### src/rtl/tpe_pkg.sv
// Shared types and constants for the TCP payload extractor.
// No dependencies; imported by every module of the block.
package tpe_pkg;

	// Default Ethernet header length in bytes (14 untagged, up to 22 with tags).
	localparam int EthHdrBytesDefault = 14;

	// Width of the saturating byte position counter.
	localparam int PosW = 17;

	// Smallest legal IP or TCP header, in 32-bit words.
	localparam logic [3:0] MinHdrWords = 4'd5;

	// TCP flag bits that are examined (FIN, SYN, PSH, ACK) and the wanted pattern.
	localparam logic [7:0] FlagMask = 8'h1B;
	localparam logic [7:0] FlagWant = 8'h18;

	// Offsets inside the IPv4 and TCP headers.
	localparam int IpLenHiOfs   = 2;
	localparam int IpLenLoOfs   = 3;
	localparam int TcpOffsetOfs = 12;
	localparam int TcpFlagsOfs  = 13;

	typedef enum logic [2:0] {
		ST_OK        = 3'd0,
		ST_SHORT_IP  = 3'd1,
		ST_FLAGS     = 3'd2,
		ST_SHORT_TCP = 3'd3,
		ST_NEG_LEN   = 3'd4,
		ST_TRUNC     = 3'd5
	} status_t;

	// One result of the parser, ready for the output register.
	typedef struct packed {
		logic       valid;
		logic [7:0] data;
		logic       is_data;
		logic       is_final;
		status_t    status;
	} result_t;

endpackage

### src/rtl/tpe_parse.sv
// Frame header parser: tracks the byte position and header fields of one frame
// and decides for each byte whether it is payload. Depends on tpe_pkg.
module tpe_parse #(
	parameter int ETH_HDR_BYTES = tpe_pkg::EthHdrBytesDefault
) (
	input  logic              clk,
	input  logic              arst_n,
	input  logic              accept,
	input  logic [7:0]        frame_byte,
	input  logic              frame_end,
	output tpe_pkg::result_t  result
);
	import tpe_pkg::*;

	localparam logic [PosW-1:0] Eth = PosW'(ETH_HDR_BYTES);

	logic [PosW-1:0] pos_q;
	logic [3:0]      ihw_q, ihw_n;
	logic [15:0]     len_q, len_n;
	logic [3:0]      thw_q, thw_n;
	logic [15:0]     left_q, left_n;
	status_t         err_q, err_n;

	logic [PosW-1:0] tcp_start, hdr_end, tcp_start_n;
	logic [5:0]      ip_b, tcp_b;
	logic [15:0]     hdr_sum;
	logic            emit;
	status_t         status;

	always_comb begin
		tcp_start   = Eth + PosW'({ihw_q, 2'b00});
		hdr_end     = tcp_start + PosW'({thw_q, 2'b00});
		ip_b        = {ihw_q, 2'b00};
		tcp_b       = {thw_q, 2'b00};
		hdr_sum     = 16'(ip_b) + 16'(tcp_b);
		ihw_n       = ihw_q;
		len_n       = len_q;
		thw_n       = thw_q;
		left_n      = left_q;
		err_n       = err_q;
		emit        = 1'b0;
		if (err_q == ST_OK) begin
			priority if (pos_q == Eth) begin
				ihw_n = frame_byte[3:0];
				if (frame_byte[3:0] < MinHdrWords)
					err_n = ST_SHORT_IP;
			end else if (pos_q == Eth + PosW'(IpLenHiOfs)) begin
				len_n[15:8] = frame_byte;
			end else if (pos_q == Eth + PosW'(IpLenLoOfs)) begin
				len_n[7:0] = frame_byte;
			end else if (pos_q > Eth) begin
				priority if (pos_q == tcp_start + PosW'(TcpOffsetOfs)) begin
					thw_n = frame_byte[7:4];
				end else if (pos_q == tcp_start + PosW'(TcpFlagsOfs)) begin
					priority if ((frame_byte & FlagMask) != FlagWant)
						err_n = ST_FLAGS;
					else if (thw_q < MinHdrWords)
						err_n = ST_SHORT_TCP;
					else if (len_q < hdr_sum)
						err_n = ST_NEG_LEN;
					else
						left_n = len_q - hdr_sum;
				end else if (pos_q > tcp_start + PosW'(TcpFlagsOfs) && pos_q >= hdr_end &&
						left_q != 16'd0) begin
					emit   = 1'b1;
					left_n = left_q - 16'd1;
				end else begin
				end
			end else begin
			end
		end

		// Status on the last byte uses the state as updated by this byte.
		tcp_start_n = Eth + PosW'({ihw_n, 2'b00});
		status      = ST_OK;
		if (frame_end) begin
			status = err_n;
			if (err_n == ST_OK &&
					(pos_q <= tcp_start_n + PosW'(TcpFlagsOfs) || left_n != 16'd0))
				status = ST_TRUNC;
		end

		result.valid    = emit | frame_end;
		result.data     = emit ? frame_byte : 8'd0;
		result.is_data  = emit;
		result.is_final = frame_end;
		result.status   = status;
	end

	always_ff @(posedge clk or negedge arst_n) begin
		if (!arst_n) begin
			pos_q  <= '0;
			ihw_q  <= '0;
			len_q  <= '0;
			thw_q  <= '0;
			left_q <= '0;
			err_q  <= ST_OK;
		end else if (accept) begin
			if (frame_end) begin
				pos_q  <= '0;
				ihw_q  <= '0;
				len_q  <= '0;
				thw_q  <= '0;
				left_q <= '0;
				err_q  <= ST_OK;
			end else begin
				if (pos_q != '1)
					pos_q <= pos_q + PosW'(1);
				ihw_q  <= ihw_n;
				len_q  <= len_n;
				thw_q  <= thw_n;
				left_q <= left_n;
				err_q  <= err_n;
			end
		end
	end

endmodule

### src/rtl/tcp_payload_extractor.sv
// Top level of the TCP payload extractor: input handshake, parser and
// output register. Depends on tpe_pkg and tpe_parse.
//
// Usage:
// Raw Ethernet frame bytes enter on the input channel (frame_byte, with
// frame_end high on the last byte of each frame), one transaction per byte.
// A transaction completes on a rising edge of clk where its valid is high and
// its stall is low. The output channel carries the payload bytes of frames
// that pass the IPv4/TCP header checks (is_data high), and exactly one
// transaction for the last byte of every frame (is_final high) that carries
// the frame status. Apart from that final transaction, header bytes, link
// padding and the bytes of rejected frames give no output transaction.
// The result of a byte sits in the output register on the cycle after the
// byte was taken. Throughput is one byte per cycle while the receiver does
// not stall; the parser decides each byte with a few position compares and
// 16-bit subtracts, so nothing else in the design limits the rate below that.
// When the receiver stalls while the output register holds a result, the
// input is stalled in the same cycle and the held result stays unchanged; as
// soon as the result is taken a new byte is accepted in that very cycle.
// Reset (arst_n low) empties the output register and returns the parser to
// the start of a frame.
module tcp_payload_extractor #(
	parameter int ETH_HDR_BYTES = tpe_pkg::EthHdrBytesDefault
) (
	input  logic       clk,
	input  logic       arst_n,
	input  logic       in_valid,
	output logic       in_stall,
	input  logic [7:0] frame_byte,
	input  logic       frame_end,
	output logic       out_valid,
	input  logic       out_stall,
	output logic [7:0] data_byte,
	output logic       is_data,
	output logic       is_final,
	output logic [2:0] frame_status
);
	import tpe_pkg::*;

	logic    accept;
	result_t result;
	logic    valid_s1;
	result_t result_s1;

	// The output register frees up whenever its content is taken, so a byte
	// can be accepted in the same cycle as a result leaves.
	assign in_stall = valid_s1 & out_stall;
	assign accept   = in_valid & ~in_stall;

	tpe_parse #(
		.ETH_HDR_BYTES(ETH_HDR_BYTES)
	) u_parse (
		.clk       (clk),
		.arst_n    (arst_n),
		.accept    (accept),
		.frame_byte(frame_byte),
		.frame_end (frame_end),
		.result    (result)
	);

	// Valid of the output register is control state and is reset.
	always_ff @(posedge clk or negedge arst_n) begin
		if (!arst_n) begin
			valid_s1 <= 1'b0;
		end else if (!in_stall) begin
			valid_s1 <= accept & result.valid;
		end
	end

	// Payload of the output register loads with each result that is produced.
	always_ff @(posedge clk) begin
		if (accept && result.valid)
			result_s1 <= result;
	end

	assign out_valid    = valid_s1;
	assign data_byte    = result_s1.data;
	assign is_data      = result_s1.is_data;
	assign is_final     = result_s1.is_final;
	assign frame_status = result_s1.status;

endmodule

### config.mk
export PLATFORM = sky130hd
export DESIGN_NAME = tcp_payload_extractor
export DESIGN_NICKNAME = d
export VERILOG_FILES = /design/src/rtl/tpe_pkg.sv /design/src/rtl/tpe_parse.sv /design/src/rtl/tcp_payload_extractor.sv
export SDC_FILE = /design/constraint.sdc
export NUM_CORES = 1
export LEC_CHECK = 0
export CELL_PAD_IN_SITES_DETAIL_PLACEMENT = 1
export CELL_PAD_IN_SITES_GLOBAL_PLACEMENT = 2
export CORE_UTILIZATION = 40
export CTS_BUF_LIST = sky130_fd_sc_hd__clkbuf_16
export DETAILED_ROUTE_END_ITERATION = 7
export DONT_BUFFER_PORTS = 1
export GPL_ROUTABILITY_DRIVEN = 1
export GPL_TIMING_DRIVEN = 0
export PLACE_DENSITY = 0.82
export SLEW_MARGIN = 15
export SYNTH_ARGS = -nofsm -noshare
export SYNTH_HDL_FRONTEND = slang
export SYNTH_SLANG_ARGS = --single-unit
### constraint.sdc
create_clock -name clk -period 9.3 [get_ports clk]
set_input_delay 2.325 -clock clk [delete_from_list [all_inputs] [get_ports clk]]
set_output_delay 2.325 -clock clk [all_outputs]
set_load 0.02 [all_outputs]
==> run summary, run 1 <==
• cell repeated most along the worst path: sky130_fd_sc_hd__ha_1
• placer congestion estimate: 0.874
• average routed wire per standard cell: 22.3 um
• worst slew pin tran: 0.997 ns
• warnings from Yosys: 0
• Residual DRC: 0
• final number of setup-violating endpoints: 0
• die span in y: 120 um
• summed negative setup slack over all endpoints: 0 ns
• aggregate global routing overflow: 0
• final hold slack: 0.523 ns
• data arrival time of the critical path: 5.61 ns
• total die area: 14500 um^2
• Clock Skew: 0.00715 ns
• HPWL after detailed placement: 13600 um
• worst min-delay path category: reg -> reg
• power density of the placed cells: 142 nW/um^2
• fin area: 6110 um^2
• Async S/R FF share, synth: 82.4%
• number of antenna violations at the first check in global routing: 0
• setup repair after global routing missed its margin: no
• count of flip-flops with a built-in enable after synthesis: 13
• share of final-layout standard cells stronger than drive strength 1: 8.85%
• Total Nets Final: 690
• post-synthesis sequential element count: 74
• clock buffer depth: 2
• dpl cell area: 5830 um^2
• total of buffers placed on input and output ports: 0
• startpoint types: input port
• Max-cap violations: 0
• time the worst path needs with I/O delays and setup: 5.53 ns
• count of inserted antenna diode cells: 0
• FF-to-FF path depth: 19
• CTS H-tree lvls: 3
• Hold Path Stages: 2
• clock-pin slew reported for the worst setup and hold paths after clock tree synthesis: 0.07 ns
• worst setup path category: in -> reg
• aggregate global-route resource usage: 26.6%
• number of detailed-route iterations in the first pass: 5
• cell count along the critical path: 14
• buffer and inverter count on the worst path: 1
• worst path required time: 9.38 ns
• worst slew margin relative to its limit: 33.1%
• leading register cell type out of synthesis: sky130_fd_sc_hd__dfrtp_1
• Avg Synthesized Cell Area: 9.09 um^2
• residual antenna-violating net count after detailed routing: 0
• Syn Std Cell Area: 5590 um^2
• Std-Cell Core Area: 13500 um^2
• Slowest cell on crit path: sky130_fd_sc_hd__o21ai_0
• root cell of the clock tree: sky130_fd_sc_hd__clkbuf_16
• clock latency on the worst-skew pair: 0.35 ns
• worst ir drop on vdd: 0.0953 mV
• leakage dissipation: 2.68 nW
• via count of the first global-routing pass: 5133
• proportion of synthesized chip area in sequential cells: 34.3%
• final cell utilization of the core: 45.4%
• CP max FO: 6
• initial detailed-routing violation count: 311
• via count: 4928
• width of the chip: 120 um
• gate count after technology mapping: 615
• dpl ws: 3.44 ns
• worst-path cell chain: mux2i_1 -> inv_1 -> ha_1 -> a21oi_1 -> xor2_1 -> o311ai_1 -> o31a_1 -> ha_1 -> o21a_1 -> o22ai_1 -> o21ai_0 -> nand4b_1 -> nor4_2 -> o21bai_1
• maximum clock rate: 0.181 GHz
• final cycle utilization of the critical path: 59.5%
• CTS tree: built
• number of failing hold endpoints at the final stage: 0
• post-synth top area share: 27.3%
• starting density of the core: 41.6%
• cells resized by post-CTS repair: 0
• Crit path largest cell delay: 0.43 ns
• row count: 42
• number of hold-repair buffers added at the cts stage: 0
• largest net degree at the start of global routing: 62
• final setup slack of the worst path: 3.77 ns
• result of the run: finished, final reports clean
• largest cells by area after synthesis: sky130_fd_sc_hd__dfrtp_1 (27%), sky130_fd_sc_hd__ha_1 (10%), sky130_fd_sc_hd__edfxtp_1 (7.0%), sky130_fd_sc_hd__nand2_1 (3.5%), sky130_fd_sc_hd__xor2_1 (3.4%)
• post-synth top area cell: sky130_fd_sc_hd__dfrtp_1
• number of setup buffers added after CTS: 0
• # IOs: 28
• clock net sink count: 74
• delay-heaviest family, CP: compound AO/OA/AOI/OAI gates
• number of buffers created by CTS: 9
• total routed wirelength: 18000 um
• area added between synthesis and finish: 9.26%
• number of unique standard cell types used by synthesis: 77
• first-pass GRT wire length: 29100 um
• number of slew-limit violations in the final report: 0
• Crit. End Element: register
• vias per std cell: 6.09
==> final cells by class <==
cell class,count,area (um^2)
Inverter,32,120
Multi-Input combinational cell,494,3500
Clock buffer,9,225
Tap cell,176,220
Sequential cell,74,1920
Clock inverter,7,53.8
Fill cell,1591,7340
Buffer,16,66.3
Timing Repair Buffer,1,11.3
==> layer usage <==
layer | GRT usage (%) | vias to the layer above | share of wire [%]
li1 | - | 2300 | -
met1 | 35.1 | 2486 | 45
met2 | 43.8 | 110 | 48
met3 | 4.43 | 32 | 3.8
met4 | 9.26 | 0 | 2.9
met5 | 0 | - | 0
==> final timing paths <==
| path | start | endpoint | slack [ns] |
|---|---|---|---|
| min in group asynchronous | arst_n | u_parse.len_q[6] | 1.67 |
| hold / removal | u_parse.len_q[2] | u_parse.len_q[2] | 0.52 |
| setup / recovery | frame_byte[2] | frame_status[0] | 3.77 |
| max in group asynchronous | arst_n | u_parse.pos_q[0] | 7.50 |
| setup reg to reg | u_parse.pos_q[13] | frame_status[0] | 3.86 |
| hold reg to reg | u_parse.len_q[2] | u_parse.len_q[2] | 0.52 |
==> kinds of logic after synthesis <==
kind of cell / Yosys count / synth area share, %
simple gates: 237 / 22.8
compound gates: 152 / 19.0
flops: 74 / 34.3
fa+ha+maj: 49 / 11.4
buf+inv: 48 / 3.33
xor+xnor: 34 / 5.33
mux: 20 / 3.76
other cells: 1 / 0.0671
==> tightest hold or removal path, cell delays in order (launching register included) <==
cell and delay (ns):
sky130_fd_sc_hd__dfrtp_1 0.36, sky130_fd_sc_hd__nand3_1 0.06, sky130_fd_sc_hd__o21ai_0 0.07
==> cells in the mapped netlist (all sizes together) (14+ instances only) <==
master / instances
dfrtp: 61
nor3: 21
nor4: 14
nand4: 15
nor2: 52
inv: 32
o21ai: 40
ha: 46
nand2: 53
a21oi: 33
nand3: 18
xor2: 22
==> cells in the final DEF (no fill, tap or decap), drive strengths merged, types with 11 or more instances in the layout <==
cell / instances
nand4: 15
nor2b: 11
nor3: 21
and2: 13
clkbuf: 22
edfxtp: 13
xnor2: 12
nor4: 14
o21ai: 40
xor2: 22
nand3: 18
dfrtp: 61
nor2: 52
inv: 34
nand2: 53
ha: 46
mux2i: 12
a21oi: 33
==> where the power goes <==
group | total [mW] | switching (mW) | internal (mW)
clock network | 0.341 | 0.159 | 0.183
logic | 0.161 | 0.0988 | 0.0622
registers | 0.367 | 0.0235 | 0.344
==> through the flow <==
step | total power, mW | instances
after floorplan | 0.481 | 616
after global placement | 0.527 | 792
after detailed placement | 0.534 | 793
after CTS | 0.875 | 809
after global routing | 0.902 | 809
final | 0.870 | 809
==> registers in the layout, indices dropped and copies added (netlist names) <==
register	count
u_parse.pos_q	17
is_final	1
frame_status	3
u_parse.ihw_q	4
out_valid	1
is_data	1
data_byte	8
u_parse.err_q	3
u_parse.left_q	16
u_parse.thw_q	4
u_parse.len_q	16
No activity file was read; power rests on OpenSTA's default activity.
==> run 2, diff against run 1 <==
--- a/config.mk
+++ b/config.mk
@@ -7,13 +7,13 @@
 export LEC_CHECK = 0
 export CELL_PAD_IN_SITES_DETAIL_PLACEMENT = 1
 export CELL_PAD_IN_SITES_GLOBAL_PLACEMENT = 2
-export CORE_UTILIZATION = 40
+export CORE_UTILIZATION = 37
 export CTS_BUF_LIST = sky130_fd_sc_hd__clkbuf_16
 export DETAILED_ROUTE_END_ITERATION = 7
 export DONT_BUFFER_PORTS = 1
 export GPL_ROUTABILITY_DRIVEN = 1
 export GPL_TIMING_DRIVEN = 0
-export PLACE_DENSITY = 0.82
+export PLACE_DENSITY = 0.8
 export SLEW_MARGIN = 15
 export SYNTH_ARGS = -nofsm -noshare
 export SYNTH_HDL_FRONTEND = slang
==> constraint.sdc (replaced) <==
create_clock -name clk -period 5 [get_ports clk]
set_input_delay 1.25 -clock clk [delete_from_list [all_inputs] [get_ports clk]]
set_output_delay 1.25 -clock clk [all_outputs]
set_load 0.02 [all_outputs]
==> run 2 against run 1 <==
Clock power is 100% higher. Register-to-register slack worse by 3.6 ns. Cell area is 2.7% higher. Critical endpoint is now frame_status[2]. The flow now finishes with violations (design-rule violations).
==> run summary, run 2 (same netlist as run 1, synthesis figures left out) <==
• maximum clock rate: 0.211 GHz
• largest net degree at the start of global routing: 62, unchanged
• register with the highest flop count: u_parse.pos_q
• share of final-layout standard cells stronger than drive strength 1: 11.9%, +3.1 points
• Clock Skew: 0.00996 ns, +0.00281 ns
• non-filler instance count after layout: 821, +1.5%
• final number of setup-violating endpoints: 0, unchanged
• violated checks: design-rule violations
• Most Crowded Layer GR: met2
• number of failing hold endpoints at the final stage: 0, unchanged
• worst ir drop on vdd: 0.149 mV, +57%
• via count: 4895, -0.67%
• hold_sp: u_parse.len_q[2]
• worst setup path category: reg -> reg
• clock buffer depth: 2, unchanged
• Slowest cell on crit path: sky130_fd_sc_hd__dfrtp_2
• startpoint of the worst register-to-register path: u_parse.ihw_q[1]
• number of detailed-route iterations in the first pass: 6, +1
• leakage dissipation: 2.73 nW, +1.9%
• starting density of the core: 38.2%, -3.4 points
• number of hold-repair buffers added at the cts stage: 0, unchanged
• aggregate global routing overflow: 0, unchanged
• area added between synthesis and finish: 12.2%
• number of buffers created by CTS: 9, unchanged
• summed negative setup slack over all endpoints: 0 ns, unchanged
• first-pass GRT wire length: 29300 um, +0.38%
• final cycle utilization of the critical path: 94.9%
• worst path required time: 5.09 ns, -4.29 ns
• row count: 44, +4.8%
• Seq pwr share: 40.6%, -1.6 points
• die span in y: 125 um, +3.9%
• registers with the most flip-flops: u_parse.pos_q: 17 flops, u_parse.left_q: 16 flops, u_parse.len_q: 16 flops
• initial detailed-routing violation count: 267, -14%
• worst min-delay path category: reg -> reg
• CTS tree: built
• count of placed standard cells including taps: 800, +0.88%
• CP max FO: 7, +1
• data arrival time of the critical path: 4.84 ns, -0.77 ns
• vias per std cell: 5.96, -2.1%
• total of buffers placed on input and output ports: 0, unchanged
• total die area: 15600 um^2, +8.0%
• width of the chip: 125 um, +3.9%
• met1 demand-to-capacity share in global routing: 31.9%, -3.2 points
• average routed wire per standard cell: 22.3 um, +0.25%
• HPWL after detailed placement: 13800 um, +0.95%
• clock-pin slew reported for the worst setup and hold paths after clock tree synthesis: 0.07 ns, about the same
• final setup slack of the worst path: 0.257 ns, -3.51 ns
• switching share of total power: 31.6%, -0.67 points
• number of slew-limit violations in the final report: 0, unchanged
• combinational power share: 18.4%, about the same
• GR Layer Usage met3: 4.96%, +0.53 points
• overall power: 1.69 mW, +94%
• met2 GRT Util: 39.6%, -4.2 points
• Crit. End Element: register
• aggregate global-route resource usage: 24.3%, -2.2 points
• dpl ws: -0.360 ns, -3.80 ns
• # IOs: 28, unchanged
• worst slew pin tran: 0.957 ns, -0.0407 ns
• Critical Path Source: u_parse.ihw_q[1]
• clock latency on the worst-skew pair: 0.36 ns, about the same
• total routed wirelength: 18300 um, +1.7%
• Std-Cell Core Area: 14600 um^2, +8.9%
• number of antenna violations at the first check in global routing: 0, unchanged
• time the worst path needs with I/O delays and setup: 4.74 ns
• final cell utilization of the core: 42.8%, -2.6 points
• commonest non-fill, non-tap cell in the layout: sky130_fd_sc_hd__dfrtp_1
• dpl cell area: 5830 um^2, about the same
• worst slew margin relative to its limit: 35.8%, +2.7 points
• cell repeated most along the worst path: sky130_fd_sc_hd__ha_1
• number of flip-flops in the largest register: 17, unchanged
• Total Nets Final: 694, +0.58%
• net switching component of the power: 533 uW, +90%
• fraction of power consumed by the clock network: 41.0%, +1.8 points
• internal power summed over all cells: 1.15 mW, +96%
• clock net sink count: 74, unchanged
• result of the run: finished, violations left
• residual antenna-violating net count after detailed routing: 0, unchanged
• count of inserted antenna diode cells: 0, unchanged
• delay-heaviest family, CP: simple AND/OR/NAND/NOR gates
• CTS H-tree lvls: 3, unchanged
• root cell of the clock tree: sky130_fd_sc_hd__clkbuf_16
• power density of the placed cells: 269 nW/um^2, +89%
• final hold slack: 0.523 ns, +0.000172 ns
• startpoint types: register
• Max-cap violations: 0, unchanged
• fin area: 6270 um^2, +2.7%
• Residual DRC: 6, +6
• via count of the first global-routing pass: 5207, +1.4%
• placer congestion estimate: 0.924, +5.8%
• buffer and inverter count on the worst path: 3, +2
• worst-path cell chain: inv_2 -> ha_1 -> xor2_2 -> inv_1 -> ha_1 -> a21o_1 -> a21oi_1 -> xor2_1 -> ha_1 -> nand2_1 -> nor2_2 -> a2111oi_4 -> buf_4 -> nor3_4 -> nand4b_1 -> and3_2 -> a211oi_2 -> nand4b_1 -> nor4_4 -> o21ai_1
• commonest cells after routing, fill and taps aside: sky130_fd_sc_hd__dfrtp_1 (59), sky130_fd_sc_hd__nand2_1 (51), sky130_fd_sc_hd__nor2_1 (49), sky130_fd_sc_hd__ha_1 (46), sky130_fd_sc_hd__o21ai_0 (33)
• Crit path largest cell delay: 0.47 ns, +0.04 ns
[run 2: cell types whose count changed in the layout (fill, tap and decap cells not counted), sizes merged]
cell,delta
buf,+3
clkinvlp,-2
inv,+2
a2111oi,+1
bufinv,+1
clkinv,-1
[run 2: per-layer routing]
layer,share of wire (%),vias up
met5,0,-
met4,2.9,0
met3,4.6,24
met2,47,98
met1,46,2456
li1,-,2317
[run 2: power groups by stage]
stage	combinational (mW)	clock [mW]	sequential, mW
after CTS	0.300	0.704	0.684
final	0.311	0.691	0.684
after global routing	0.339	0.727	0.688
after global placement	0.288	0	0.694
after floorplan	0.213	0	0.681
after detailed placement	0.297	0	0.696
[run 2: area by class of cell]
| class | instances | area (um^2) |
|---|---|---|
| tap | 184 | 230 |
| timing repair buffer | 4 | 30.0 |
| clock buffer | 9 | 225 |
| buffer | 16 | 66.3 |
| inverter | 32 | 120 |
| sequential | 74 | 1920 |
| fill | 1704 | 8370 |
| clock inverter | 7 | 82.6 |
| multi-input combinational | 495 | 3600 |
[run 2: worst paths after layout]
| path | endpoint | slack [ns] | depth (start not counted) |
|---|---|---|---|
| hold reg to reg | u_parse.len_q[2] | 0.52 | 2 |
| setup / recovery | frame_status[2] | 0.26 | 20 |
| min in group asynchronous | u_parse.len_q[9] | 0.58 | 0 |
| max in group asynchronous | u_parse.pos_q[2] | 4.29 | 0 |
| hold / removal | u_parse.len_q[2] | 0.52 | 2 |
| setup reg to reg | frame_status[2] | 0.26 | 20 |
[run 2: tightest hold or removal path: stages (launching register included)]
cell                      delay [ns]
sky130_fd_sc_hd__dfrtp_1        0.35
sky130_fd_sc_hd__nand3_1        0.06
sky130_fd_sc_hd__o21ai_0        0.07
[run 2: what timing repair did]
action / 4_1_cts / 5_1_grt
gates resized for setup: 8 / 14
pin swaps: 1 / 3
endpoints found under the setup margin: 2 / 2
buffers inserted: 0 / 4
gates cloned: 0 / 1
